File: src/rtl/core/i2cm_pkg.sv
// shared constants and codes for the i2c master line sequencer
// no dependencies; used by the channel interfaces and the top level
package i2cm_pkg;

    localparam int OP_W     = 4;
    localparam int BYTE_W   = 8;
    localparam int ADDR_W   = 7;
    localparam int TICKS_W  = 8;
    localparam int TOUT_W   = 16;
    localparam int CFG_IDX_W  = 4;
    localparam int CFG_DATA_W = 16;

    localparam int BYTE_BITS = 8;

    localparam logic [TICKS_W-1:0] PHASE_TICKS_RESET = 8'd10;
    localparam logic [TOUT_W-1:0]  ACK_TIMEOUT_RESET = 16'd1000;

    typedef enum logic [OP_W-1:0] {
        OP_TICK      = 4'd0,
        OP_START     = 4'd1,
        OP_STOP      = 4'd2,
        OP_WRITE     = 4'd3,
        OP_ADDR      = 4'd4,
        OP_CHECK_ACK = 4'd5,
        OP_WAIT_ACK  = 4'd6,
        OP_READ      = 4'd7,
        OP_SEND_ACK  = 4'd8,
        OP_SEND_NACK = 4'd9
    } op_t;

    typedef enum logic [CFG_IDX_W-1:0] {
        CFG_PHASE_TICKS = 4'd0,
        CFG_ACK_TIMEOUT = 4'd1
    } cfg_idx_t;

endpackage

File: src/rtl/core/i2cm_if.sv
// valid/ready channel interfaces: command beats, result beats, register writes
// depends on i2cm_pkg for field widths
interface i2cm_cmd_if;
    import i2cm_pkg::*;
    logic                valid;
    logic                ready;
    logic [OP_W-1:0]     op;
    logic [BYTE_W-1:0]   tx_byte;
    logic [ADDR_W-1:0]   slave_addr;
    logic                rw_bit;
    logic                sda_in;

    modport source (output valid, op, tx_byte, slave_addr, rw_bit, sda_in, input ready);
    modport sink   (input valid, op, tx_byte, slave_addr, rw_bit, sda_in, output ready);
endinterface

interface i2cm_res_if;
    import i2cm_pkg::*;
    logic                valid;
    logic                ready;
    logic                scl_out;
    logic                sda_out;
    logic                busy_res;
    logic                done_res;
    logic [BYTE_W-1:0]   rx_byte;
    logic                ack_level;
    logic                wait_ok;
    logic                bus_held;

    modport source (output valid, scl_out, sda_out, busy_res, done_res, rx_byte, ack_level,
                    wait_ok, bus_held, input ready);
    modport sink   (input valid, scl_out, sda_out, busy_res, done_res, rx_byte, ack_level,
                    wait_ok, bus_held, output ready);
endinterface

interface i2cm_cfg_if;
    import i2cm_pkg::*;
    logic                  valid;
    logic                  ready;
    logic [CFG_IDX_W-1:0]  index;
    logic [CFG_DATA_W-1:0] data;

    modport source (output valid, index, data, input ready);
    modport sink   (input valid, index, data, output ready);
endinterface

File: src/rtl/core/i2c_master_bit_engine.sv
// i2c master line sequencer: command decode, phase stepping and result buffering
// depends on i2cm_pkg and the channel interfaces in i2cm_if
//
// Usage: every beat on cmd is either a tick (op 0) or a command. While idle a
// command starts its SCL/SDA phase sequence; after that each beat steps the
// sequence, each line change held for phase_ticks beats. Commands seen while
// busy count as ticks. Each accepted beat yields exactly one beat on res with
// the line drives, busy/done flags and the last read byte, ack and wait status.
// cfg writes phase_ticks (index 0) and ack_timeout (index 1); it is always
// ready and should only be used while no sequence is running.
// Each accepted beat's result is registered, in the output register or, while
// res stalls with that register full, in the skid register. Throughput: one
// beat per cycle while cmd is ready, set by the update of the state register.
// The two-entry output buffer (output register plus skid register) keeps cmd
// ready for one beat while res stalls; cmd ready drops only once both are full.
// Reset: lines at SCL low / SDA released, sequencer idle, ack reads as 1,
// registers at phase_ticks 10 and ack_timeout 1000, output buffer empty.
module i2c_master_bit_engine (
    input  logic       clk,
    input  logic       rst_n,
    i2cm_cmd_if.sink   cmd,
    i2cm_res_if.source res,
    i2cm_cfg_if.sink   cfg
);
    import i2cm_pkg::*;

    typedef struct packed {
        logic [OP_W-1:0]    cmd;
        logic [2:0]         ph;
        logic [3:0]         bi;
        logic [TICKS_W-1:0] dly;
        logic [BYTE_W-1:0]  sh;
        logic [TOUT_W-1:0]  poll;
        logic               scl;
        logic               sda;
        logic [BYTE_W-1:0]  rx;
        logic               ack;
        logic               ok;
    } state_t;

    typedef struct packed {
        logic               scl_out;
        logic               sda_out;
        logic               busy_res;
        logic               done_res;
        logic [BYTE_W-1:0]  rx_byte;
        logic               ack_level;
        logic               wait_ok;
        logic               bus_held;
    } res_t;

    localparam logic [3:0] BITS_END = 4'(BYTE_BITS);

    logic [TICKS_W-1:0] phase_ticks_reg;
    logic [TOUT_W-1:0]  ack_timeout_reg;
    state_t             st_reg, st_next;
    res_t               new_res;
    res_t               out_data_reg, skid_data_reg;
    logic               out_valid_reg, skid_valid_reg;
    logic               step_done;
    logic [TICKS_W-1:0] hold_val;
    logic               cmd_beat, res_beat;

    // line action of the current phase
    function automatic state_t enter(state_t s, logic sda, logic [TICKS_W-1:0] hv,
                                     logic [TOUT_W-1:0] tout);
        state_t r;
        logic   skip_hold;
        r = s;
        skip_hold = 1'b0;
        case (s.cmd)
            OP_START:
                if (s.ph == 3'd0)      r.sda = 1'b1;
                else if (s.ph == 3'd1) r.scl = 1'b1;
                else if (s.ph == 3'd2) r.sda = 1'b0;
                else                   r.scl = 1'b0;
            OP_STOP:
                if (s.ph == 3'd0)      r.sda = 1'b0;
                else if (s.ph == 3'd1) r.scl = 1'b1;
                else if (s.ph == 3'd2) r.sda = 1'b1;
                else                   r.scl = 1'b0;
            OP_WRITE, OP_ADDR:
                if (s.ph == 3'd0)      r.sda = s.sh[BYTE_W-1];
                else if (s.ph == 3'd1) r.scl = 1'b1;
                else                   r.scl = 1'b0;
            OP_CHECK_ACK:
                if (s.ph == 3'd0)
                begin
                    r.sda = 1'b1;
                    r.scl = 1'b1;
                end
                else
                begin
                    r.ack = sda;
                    r.scl = 1'b0;
                end
            OP_WAIT_ACK:
                if (s.ph == 3'd0)
                begin
                    r.sda  = 1'b1;
                    r.scl  = 1'b1;
                    r.poll = '0;
                end
                else if (s.ph == 3'd1)
                begin
                    if (!sda)
                    begin
                        r.ok  = 1'b1;
                        r.ph  = 3'd2;
                        r.scl = 1'b0;
                    end
                    else if (s.poll >= tout)
                    begin
                        r.ok  = 1'b0;
                        r.ph  = 3'd2;
                        r.scl = 1'b0;
                    end
                    else
                    begin
                        // keep polling, no hold while SCL sits high
                        r.poll    = s.poll + 16'd1;
                        skip_hold = 1'b1;
                    end
                end
                else
                    r.scl = 1'b0;
            OP_READ:
                if (s.ph == 3'd0)      r.sda = 1'b1;
                else if (s.ph == 3'd1) r.scl = 1'b1;
                else
                begin
                    r.sh  = {s.sh[BYTE_W-2:0], sda};
                    r.scl = 1'b0;
                end
            OP_SEND_ACK:
                if (s.ph == 3'd0)      r.sda = 1'b0;
                else if (s.ph == 3'd1) r.scl = 1'b1;
                else if (s.ph == 3'd2) r.scl = 1'b0;
                else                   r.sda = 1'b1;
            default:
                if (s.ph == 3'd0)      r.sda = 1'b1;
                else if (s.ph == 3'd1) r.scl = 1'b1;
                else                   r.scl = 1'b0;
        endcase
        if (!skip_hold)
            r.dly = hv;
        return r;
    endfunction

    function automatic state_t finish(state_t s);
        state_t r;
        r     = s;
        r.cmd = OP_TICK;
        r.ph  = '0;
        r.bi  = '0;
        r.dly = '0;
        return r;
    endfunction

    assign hold_val = (phase_ticks_reg == '0) ? 8'd1 : phase_ticks_reg;
    assign cmd_beat = cmd.valid && cmd.ready;
    assign res_beat = out_valid_reg && res.ready;

    always_comb
    begin
        logic [3:0] bi_inc;
        logic [2:0] last;
        st_next   = st_reg;
        step_done = 1'b0;
        bi_inc    = st_reg.bi + 4'd1;
        if (st_reg.cmd == OP_CHECK_ACK)
            last = 3'd1;
        else if (st_reg.cmd == OP_WAIT_ACK || st_reg.cmd == OP_SEND_NACK)
            last = 3'd2;
        else
            last = 3'd3;

        if (st_reg.cmd == OP_TICK)
        begin
            if (cmd.op != OP_TICK && cmd.op <= OP_SEND_NACK)
            begin
                st_next.cmd = cmd.op;
                st_next.ph  = '0;
                st_next.bi  = '0;
                if (cmd.op == OP_WRITE)
                    st_next.sh = cmd.tx_byte;
                else if (cmd.op == OP_ADDR)
                    st_next.sh = {cmd.slave_addr, cmd.rw_bit};
                else if (cmd.op == OP_READ)
                    st_next.sh = '0;
                st_next = enter(st_next, cmd.sda_in, hold_val, ack_timeout_reg);
            end
        end
        else if (st_reg.cmd == OP_WAIT_ACK && st_reg.ph == 3'd1)
            st_next = enter(st_reg, cmd.sda_in, hold_val, ack_timeout_reg);
        else if (st_reg.dly > 8'd1)
            st_next.dly = st_reg.dly - 8'd1;
        else if ((st_reg.cmd == OP_WRITE || st_reg.cmd == OP_ADDR) && st_reg.ph == 3'd2)
        begin
            st_next.sh = {st_reg.sh[BYTE_W-2:0], 1'b0};
            st_next.bi = bi_inc;
            if (bi_inc >= BITS_END)
            begin
                st_next   = finish(st_next);
                step_done = 1'b1;
            end
            else
            begin
                st_next.ph = 3'd0;
                st_next    = enter(st_next, cmd.sda_in, hold_val, ack_timeout_reg);
            end
        end
        else if (st_reg.cmd == OP_READ && st_reg.ph == 3'd2)
        begin
            st_next.bi = bi_inc;
            if (bi_inc >= BITS_END)
            begin
                st_next.rx = st_reg.sh;
                st_next    = finish(st_next);
                step_done  = 1'b1;
            end
            else
            begin
                st_next.ph = 3'd1;
                st_next    = enter(st_next, cmd.sda_in, hold_val, ack_timeout_reg);
            end
        end
        else if (st_reg.ph >= last)
        begin
            st_next   = finish(st_reg);
            step_done = 1'b1;
        end
        else
        begin
            st_next.ph = st_reg.ph + 3'd1;
            st_next    = enter(st_next, cmd.sda_in, hold_val, ack_timeout_reg);
        end
    end

    always_comb
    begin
        new_res.scl_out   = st_next.scl;
        new_res.sda_out   = st_next.sda;
        new_res.busy_res  = (st_next.cmd != OP_TICK);
        new_res.done_res  = step_done;
        new_res.rx_byte   = st_next.rx;
        new_res.ack_level = st_next.ack;
        new_res.wait_ok   = st_next.ok;
        new_res.bus_held  = !cmd.sda_in;
    end

    // control state and configuration
    always_ff @(posedge clk or negedge rst_n)
    begin
        if (!rst_n)
        begin
            phase_ticks_reg <= PHASE_TICKS_RESET;
            ack_timeout_reg <= ACK_TIMEOUT_RESET;
            st_reg          <= '{cmd: OP_TICK, ph: '0, bi: '0, dly: '0, sh: '0, poll: '0,
                                 scl: 1'b0, sda: 1'b1, rx: '0, ack: 1'b1, ok: 1'b0};
            out_valid_reg   <= 1'b0;
            skid_valid_reg  <= 1'b0;
        end
        else
        begin
            if (cfg.valid)
            begin
                unique case (cfg.index)
                    CFG_PHASE_TICKS: phase_ticks_reg <= cfg.data[TICKS_W-1:0];
                    CFG_ACK_TIMEOUT: ack_timeout_reg <= cfg.data[TOUT_W-1:0];
                    default: ;
                endcase
            end
            if (cmd_beat)
                st_reg <= st_next;

            if (cmd_beat)
            begin
                if (!out_valid_reg || res.ready)
                    out_valid_reg <= 1'b1;
                else
                    skid_valid_reg <= 1'b1;
            end
            else if (res_beat)
            begin
                if (skid_valid_reg)
                    skid_valid_reg <= 1'b0;
                else
                    out_valid_reg <= 1'b0;
            end
        end
    end

    // result payload, no reset needed
    always_ff @(posedge clk)
    begin
        if (cmd_beat)
        begin
            if (!out_valid_reg || res.ready)
                out_data_reg <= new_res;
            else
                skid_data_reg <= new_res;
        end
        else if (res_beat && skid_valid_reg)
            out_data_reg <= skid_data_reg;
    end

    assign cmd.ready = !skid_valid_reg;
    assign cfg.ready = 1'b1;

    assign res.valid     = out_valid_reg;
    assign res.scl_out   = out_data_reg.scl_out;
    assign res.sda_out   = out_data_reg.sda_out;
    assign res.busy_res  = out_data_reg.busy_res;
    assign res.done_res  = out_data_reg.done_res;
    assign res.rx_byte   = out_data_reg.rx_byte;
    assign res.ack_level = out_data_reg.ack_level;
    assign res.wait_ok   = out_data_reg.wait_ok;
    assign res.bus_held  = out_data_reg.bus_held;

endmodule

File: src/flat_wrapper.sv
// flat-port wrapper written by rule: the top's interface ports become plain ports
module i2c_master_bit_engine_flat import i2cm_pkg::*;
  (clk, rst_n, cmd_valid, cmd_op, cmd_tx_byte, cmd_slave_addr, cmd_rw_bit, cmd_sda_in, cmd_ready, res_valid, res_scl_out, res_sda_out, res_busy_res, res_done_res, res_rx_byte, res_ack_level, res_wait_ok, res_bus_held, res_ready, cfg_valid, cfg_index, cfg_data, cfg_ready);
  i2cm_cmd_if cmd_i ();
  i2cm_res_if res_i ();
  i2cm_cfg_if cfg_i ();
  input  logic clk;
  input  logic rst_n;
  input wire logic [$bits(cmd_i.valid)-1:0] cmd_valid;
  input wire logic [$bits(cmd_i.op)-1:0] cmd_op;
  input wire logic [$bits(cmd_i.tx_byte)-1:0] cmd_tx_byte;
  input wire logic [$bits(cmd_i.slave_addr)-1:0] cmd_slave_addr;
  input wire logic [$bits(cmd_i.rw_bit)-1:0] cmd_rw_bit;
  input wire logic [$bits(cmd_i.sda_in)-1:0] cmd_sda_in;
  output wire logic [$bits(cmd_i.ready)-1:0] cmd_ready;
  output wire logic [$bits(res_i.valid)-1:0] res_valid;
  output wire logic [$bits(res_i.scl_out)-1:0] res_scl_out;
  output wire logic [$bits(res_i.sda_out)-1:0] res_sda_out;
  output wire logic [$bits(res_i.busy_res)-1:0] res_busy_res;
  output wire logic [$bits(res_i.done_res)-1:0] res_done_res;
  output wire logic [$bits(res_i.rx_byte)-1:0] res_rx_byte;
  output wire logic [$bits(res_i.ack_level)-1:0] res_ack_level;
  output wire logic [$bits(res_i.wait_ok)-1:0] res_wait_ok;
  output wire logic [$bits(res_i.bus_held)-1:0] res_bus_held;
  input wire logic [$bits(res_i.ready)-1:0] res_ready;
  input wire logic [$bits(cfg_i.valid)-1:0] cfg_valid;
  input wire logic [$bits(cfg_i.index)-1:0] cfg_index;
  input wire logic [$bits(cfg_i.data)-1:0] cfg_data;
  output wire logic [$bits(cfg_i.ready)-1:0] cfg_ready;
  assign cmd_i.valid = cmd_valid;
  assign cmd_i.op = cmd_op;
  assign cmd_i.tx_byte = cmd_tx_byte;
  assign cmd_i.slave_addr = cmd_slave_addr;
  assign cmd_i.rw_bit = cmd_rw_bit;
  assign cmd_i.sda_in = cmd_sda_in;
  assign cmd_ready = cmd_i.ready;
  assign res_valid = res_i.valid;
  assign res_scl_out = res_i.scl_out;
  assign res_sda_out = res_i.sda_out;
  assign res_busy_res = res_i.busy_res;
  assign res_done_res = res_i.done_res;
  assign res_rx_byte = res_i.rx_byte;
  assign res_ack_level = res_i.ack_level;
  assign res_wait_ok = res_i.wait_ok;
  assign res_bus_held = res_i.bus_held;
  assign res_i.ready = res_ready;
  assign cfg_i.valid = cfg_valid;
  assign cfg_i.index = cfg_index;
  assign cfg_i.data = cfg_data;
  assign cfg_ready = cfg_i.ready;
  i2c_master_bit_engine u_core (.clk(clk), .rst_n(rst_n), .cmd(cmd_i), .res(res_i), .cfg(cfg_i));
endmodule
File: config.mk
export PLATFORM = sky130hd
export DESIGN_NAME = i2c_master_bit_engine_flat
export DESIGN_NICKNAME = d
export VERILOG_FILES = /design/src/rtl/core/i2cm_pkg.sv /design/src/rtl/core/i2cm_if.sv /design/src/rtl/core/i2c_master_bit_engine.sv /design/src/flat_wrapper.sv
export SDC_FILE = /design/constraint.sdc
export NUM_CORES = 1
export LEC_CHECK = 0
export BUFFER_PORTS_ARGS = -buffer_cell sky130_fd_sc_hd__buf_2
export CORE_MARGIN = 3
export CORE_UTILIZATION = 40
export CTS_BUF_LIST = sky130_fd_sc_hd__clkbuf_8
export CTS_CLUSTER_SIZE = 14
export DETAILED_ROUTE_END_ITERATION = 8
export PLACE_DENSITY_LB_ADDON = 0.12
export SLEW_MARGIN = 10
export SYNTH_ARGS = -nofsm -noshare
export SYNTH_HDL_FRONTEND = slang
export SYNTH_SLANG_ARGS = --single-unit
File: constraint.sdc
create_clock -name clk -period 4.2 [get_ports clk]
set_input_delay 0.42 -clock clk [delete_from_list [all_inputs] [get_ports clk]]
set_output_delay 0.42 -clock clk [all_outputs]
set_load 0.05 [all_outputs]
# Word level (Yosys, flattened, before mapping)
# Index checks and enable logic that the tools add are counted.
# word_totals
inputBits	46
out_inout_bits	18
register_bits	111
# op_classes
muxes	155
reduce_logical	44
add_sub_neg	4
magnitude_cmp	5
eq_ne	47
bitwise	1
# op_table
operator	count
$mux W55	8
$mux W16	9
$mux W8	14
$mux W1	98
$mux W15	3
$mux W3	12
$mux W36	1
$mux W17	2
$eq A4 B3 Y1 const B	8
$pmux W2 S6	2
$add A16 B1 Y16 const B	1
$eq A4 B2 Y1 const B	4
$ge A16 B16 Y1	1
$ne A4 B1 Y1 const B	4
$reduce_bool A4 Y1	4
$ne A3 B2 Y1 const B	5
$eq A4 B4 Y1 const B	3
$reduce_and A12 Y1	1
$reduce_or A2 Y1	6
$mux W11	1
$reduce_and A11 Y1	1
$ne A2 B2 Y1 const B	5
$reduce_and A10 Y1	1
$reduce_and A2 Y1	5
32 further kinds	57

# Logic depth before layout (Yosys ltp)
# logic_depth
word_depth	22
depth_mapped	13
mapped_depth_nobuf	11

# Least setup slack after synthesis
# Ideal clock, no wire load.
# synth_path
path_type	flip-flop to flip-flop
from	reg u_core.st_reg[52] in the netlist's numbering
to	reg u_core.st_reg[36] in the netlist's numbering
t_arrival_ps	3297
path_stages_with_launch	12
path_slack_ps	778
setup_ps	125
cell_sequence	dfrtp_1 clkbuf_1 inv_1 nor3_1 a21oi_1 ha_1 nand2b_1 a211o_1 or4_1 a211oi_1 a2bb2oi_2 mux2_2
# synth_between
elab_chain_len	11
# synth_lines
element	line	source
from (decl)	i2c_master_bit_engine.sv:56	state_t st_reg, st_next;
from (signal assigned)	i2c_master_bit_engine.sv:259	st_reg <= '{cmd: OP_TICK, ph: '0, bi: '0, dly: '0, sh: '0, poll: '0,
from (signal assigned)	i2c_master_bit_engine.sv:275	st_reg <= st_next;
$eq A4 B3 Y1 / $eq A4 B4 Y1 (equally long branches)	i2c_master_bit_engine.sv:71, i2c_master_bit_engine.sv:173, i2c_master_bit_engine.sv:194	
$logic_or A1 B1 Y1	i2c_master_bit_engine.sv:173	else if (st_reg.cmd == OP_WAIT_ACK || st_reg.cmd == OP_SEND_NACK)
$mux W1	i2c_master_bit_engine.sv:173	
$mux W2	i2c_master_bit_engine.sv:171	if (st_reg.cmd == OP_CHECK_ACK)
$ge A3 B2 Y1	i2c_master_bit_engine.sv:228	else if (st_reg.ph >= last)
$mux W55	i2c_master_bit_engine.sv:228	
$mux W55	i2c_master_bit_engine.sv:213	else if (st_reg.cmd == OP_READ && st_reg.ph == 3'd2)
$mux W55	i2c_master_bit_engine.sv:198	else if ((st_reg.cmd == OP_WRITE || st_reg.cmd == OP_ADDR) && st_reg.ph == 3'd2)
$mux W8	i2c_master_bit_engine.sv:196	else if (st_reg.dly > 8'd1)
$mux W55	i2c_master_bit_engine.sv:194	else if (st_reg.cmd == OP_WAIT_ACK && st_reg.ph == 3'd1)
$mux W55	i2c_master_bit_engine.sv:178	if (st_reg.cmd == OP_TICK)
# Several ways; a longest one is shown, not always the timed one. The select of a mux whose other input is x is not followed.
# A chain may end at the register's enable or synchronous reset.

# Final worst setup path
# Same ends and word-level chain as after synthesis.

==> impl_summary.txt <==
----------------------------------------------------
[Routing]
  Iteration count of the initial detailed-routing pass ... 5
  Antenna viol nets, final ... 0
  Wirelength, routed ... between 15000 and 20000 um
  DR vias ... 5157
  Number of violations reported at the end of detailed-routing iteration 0 ... 333
  Post-DR wirelength/cell ... 16.7 um
  Mean number of vias per cell ... ~5.6
  Number of remaining DRC errors ... 0

[Final layout]
  Highest-count cells in the layout ignoring fill and taps ... sky130_fd_sc_hd__dfrtp_1, sky130_fd_sc_hd__nand2_1, sky130_fd_sc_hd__buf_2
  Multi-input gate area ... 3290 um2
  Layout cells sized above 1 ... 0.235
  Register area ... 2940 um2
  Number of nets at the end of the flow ... 786
  Flip-flop count of the largest register, all copies and words added ... 55
  Area Overhead vs Synth ... 11.5%
  Leading cell type in the layout, fill and taps excluded ... sky130_fd_sc_hd__dfrtp_1
  Diode insertion count for antenna repair ... 0
  Layout filler cell count ... 1507

[Placement]
  Number of port buffers ... 62
  Routability cong. ... 0.927
  Post-detailed-placement half-perimeter wirelength ... 11500 um

[Setup path]
  Critical path required time ... 4.49 ns
  Maximum fanout along the worst path ... 10
  Sort of element at the start of the critical path ... register
  Crit path capture type ... register
  Path type of the worst setup path ... reg2reg
  R2R Setup Slk ... 0.54 ns
  Worst Reg2Reg Path Length in Cells ... 10
  Reg-to-reg endpoint ... u_core.st_reg[36]$_DFFE_PN0P_
  Worst reg2reg startpoint ... u_core.st_reg[52]$_DFFE_PN0P_
  Critical Path AT ... 3.95 ns

[Clock tree]
  Clock tree from TritonCTS ... built
  Number of buffers created by CTS ... 9
  Number of levels in the clock H-tree ... 3
  Clock tree sinks ... between 100 and 150
  Setup bufs post-CTS ... 0
  Root cell of the clock tree ... sky130_fd_sc_hd__clkbuf_8
  Number of cells upsized or downsized after cts ... 0
  Clock insertion delay at the later pin of the skew report ... 0.39 ns
  Clock-pin transition on the worst setup and hold timing paths ... 0.11 ns
  Largest buffer count on any clock path ... 2
  Hold-fix buffers, CTS ... 0

[Floorplanning]
  Std cell rows ... 45
  Effective utilization at floorplan ... 0.418
  Core box area ... 15500 um2
  Vert. Die Dim ... 133 um
  Width of the chip ... 133 um
  Die area ... 17800 um2
  Count of boundary I/O pins ... 64

[Synthesis]
  Predominant post-synthesis flop cell ... sky130_fd_sc_hd__dfrtp_1
  Synthesized area per cell ... 9.93 um2
  Biggest area contributors in the synthesized netlist ... sky130_fd_sc_hd__dfrtp_1, sky130_fd_sc_hd__edfxtp_1, sky130_fd_sc_hd__mux2_2
  Yosys warning count ... 0
  Synth Net Count ... around 730
  Share of flip-flops with an asynchronous set or reset ... 0.730
  Most area-hungry cell type in the Yosys netlist ... sky130_fd_sc_hd__dfrtp_1
  Number of flip-flops and latches in the synthesized netlist ... 111
  Count of unique library cells instantiated by Yosys ... 69
  Mapped cell area ... 6500 um2
  Area share of the largest cell type after synthesis ... 0.273
  Count of mapped cells out of synthesis ... 655
  Number of flops mapped to enable cells by yosys ... 30
  Post-synthesis sequential area ratio ... 0.452

[Timing]
  Min Clock Period, post-route ... 3.66 ns
  Final-layout setup total negative slack ... 0 ns
  Ratio of final minimum period to clock period ... 0.873
  RSZ-0062 raised after global routing ... false
  Final-layout worst hold slack ... between 0.15 and 0.2 ns
  Worst-Margin Slew ... approximately 1.1 ns
  Largest clock skew in the final design ... 0.00766 ns
  Relative slew margins ... 0.296
  Max frequency ... approximately 270 MHz
  Number of hold violations in the final report ... 0
  Final-report setup violation count ... 0
  Final Max Tran Viols ... 0

[Power]
  Maximum ir drop on the vdd rail ... between 300 and 400 uV
  P_leak ... 0.00310 uW
  Ratio of total power to cell area ... 514 nW/um2

[GRT]
  Via count of the first global-routing pass ... 4936
  Pin count of the biggest net entering global routing ... 82
  Global-route congestion overflow total ... 0
  Wire length of the first global-routing pass ... between 20000 and 30000 um
  Global routing usage summed across all routing layers ... 0.178
  Initial antenna violation count ... 0

[Run status]
  Status ... finished, final reports clean

[Worst hold path]
  Worst hold path type ... in2async

[Run]
  Maximum capacitance violations ... 0

----------------------------------------------------
[area by class of cell]
cell class | count | area share
repair buffers | 76 | 0.0577
inverters | 40 | 0.0207
flip-flops and latches | 111 | 0.406
clock inverters | 7 | 0.00881
clock buffers | 9 | 0.0171
well taps | 211 | 0.0364
multi-input cells | 475 | 0.453
[power by group]
part	total [uW]	switching, uW	internal (uW)
sequential	1590	194	1390
combinational	1500	979	523
clock	632	403	229
total	3720	1580	2150
[worst max-delay path: stages, from the launching register on]
cell and delay (ns):
sky130_fd_sc_hd__dfrtp_1 0.52, sky130_fd_sc_hd__inv_1 0.12, sky130_fd_sc_hd__nor3_1 0.27, sky130_fd_sc_hd__a21oi_1 0.08
sky130_fd_sc_hd__ha_1 0.29, sky130_fd_sc_hd__nand2b_1 0.16, sky130_fd_sc_hd__a211o_1 0.33, sky130_fd_sc_hd__or4_1 0.47
sky130_fd_sc_hd__a211oi_1 0.45, sky130_fd_sc_hd__a2bb2oi_2 0.48, sky130_fd_sc_hd__mux2_2 0.39
[routing by layer]
metal,global-route usage,up-vias,share of wire
met3,0.0389,25,0.057
met4,0.0526,0,0.019
li1,-,2499,-
met1,0.253,2470,0.48
met5,0,-,0
met2,0.274,163,0.45
[through the flow]
| step | setup WS, ns | total power (uW) | cells | instance area, um2 | utilization |
|---|---|---|---|---|---|
| 2_1_floorplan | 0.778 | 2690 | 655 | 6500 | - |
| 3_3_place_gp | 0.631 | 3090 | 913 | 7060 | 0.454 |
| 3_5_place_dp | 0.574 | 3110 | 913 | 7060 | 0.454 |
| 4_1_cts | 0.540 | 3760 | 929 | 7250 | 0.466 |
| 5_1_grt | 0.278 | 3990 | 929 | 7250 | 0.466 |
| 6_report | 0.535 | 3720 | 929 | 7250 | 0.466 |
[cell usage after synthesis (4+ instances only)]
master and instances:
sky130_fd_sc_hd__xnor2_1 17, sky130_fd_sc_hd__edfxtp_1 30, sky130_fd_sc_hd__or3_1 4, sky130_fd_sc_hd__dfstp_2 10
sky130_fd_sc_hd__nor2_1 51, sky130_fd_sc_hd__o21ai_0 42, sky130_fd_sc_hd__a211oi_1 5, sky130_fd_sc_hd__nand4_1 8
sky130_fd_sc_hd__buf_2 9, sky130_fd_sc_hd__a31oi_1 4, sky130_fd_sc_hd__o21a_1 4, sky130_fd_sc_hd__nor4_1 12
sky130_fd_sc_hd__mux2i_1 4, sky130_fd_sc_hd__nand2b_1 7, sky130_fd_sc_hd__a21o_1 5, sky130_fd_sc_hd__and2_1 4
sky130_fd_sc_hd__a22oi_1 9, sky130_fd_sc_hd__clkbuf_1 14, sky130_fd_sc_hd__mux2_4 8, sky130_fd_sc_hd__nand3_1 16
sky130_fd_sc_hd__nor3_1 23, sky130_fd_sc_hd__and3_1 5, sky130_fd_sc_hd__dfrtp_1 71, sky130_fd_sc_hd__nand3b_1 5
sky130_fd_sc_hd__a21oi_1 33, sky130_fd_sc_hd__nor2b_1 8, sky130_fd_sc_hd__nand2_1 65, sky130_fd_sc_hd__buf_1 4
sky130_fd_sc_hd__o31ai_1 4, sky130_fd_sc_hd__inv_1 40, sky130_fd_sc_hd__ha_1 27, sky130_fd_sc_hd__a22o_1 7
sky130_fd_sc_hd__mux2_2 43
[cell families (layout without fill, tap and decap cells)]
logic type / after synthesis / count (layout) / share of synthesized area
AND/OR/NAND/NOR: 226 / 226 / 0.175
flip-flops: 111 / 111 / 0.452
adder cells (fa/ha/maj): 27 / 27 / 0.0520
multiplexers: 55 / 55 / 0.0991
AO/OA/AOI/OAI: 148 / 148 / 0.154
XOR/XNOR: 18 / 18 / 0.0242
other: 1 / 1 / 0.000577
buffers and inverters: 69 / 132 / 0.0427
[worst max path at each step]
| stage | startpoint | endpoint | slack (ns) | depth (start not counted) |
|---|---|---|---|---|
| 6_report | u_core.st_reg[52]$_DFFE_PN0P_ | u_core.st_reg[36]$_DFFE_PN0P_ | 0.54 | 10 |
| 5_1_grt | u_core.st_reg[52]$_DFFE_PN0P_ | u_core.st_reg[43]$_DFFE_PN0P_ | 0.28 | 11 |
| 4_1_cts | u_core.st_reg[52]$_DFFE_PN0P_ | u_core.st_reg[36]$_DFFE_PN0P_ | 0.54 | 10 |
| 3_5_place_dp | u_core.st_reg[52]$_DFFE_PN0P_ | u_core.st_reg[36]$_DFFE_PN0P_ | 0.57 | 10 |
| 3_3_place_gp | u_core.st_reg[52]$_DFFE_PN0P_ | u_core.st_reg[36]$_DFFE_PN0P_ | 0.63 | 10 |
| 2_1_floorplan | u_core.st_reg[52]$_DFFE_PN0P_ | u_core.st_reg[36]$_DFFE_PN0P_ | 0.78 | 11 |
Note: power is estimated with default switching activity, not from simulation.
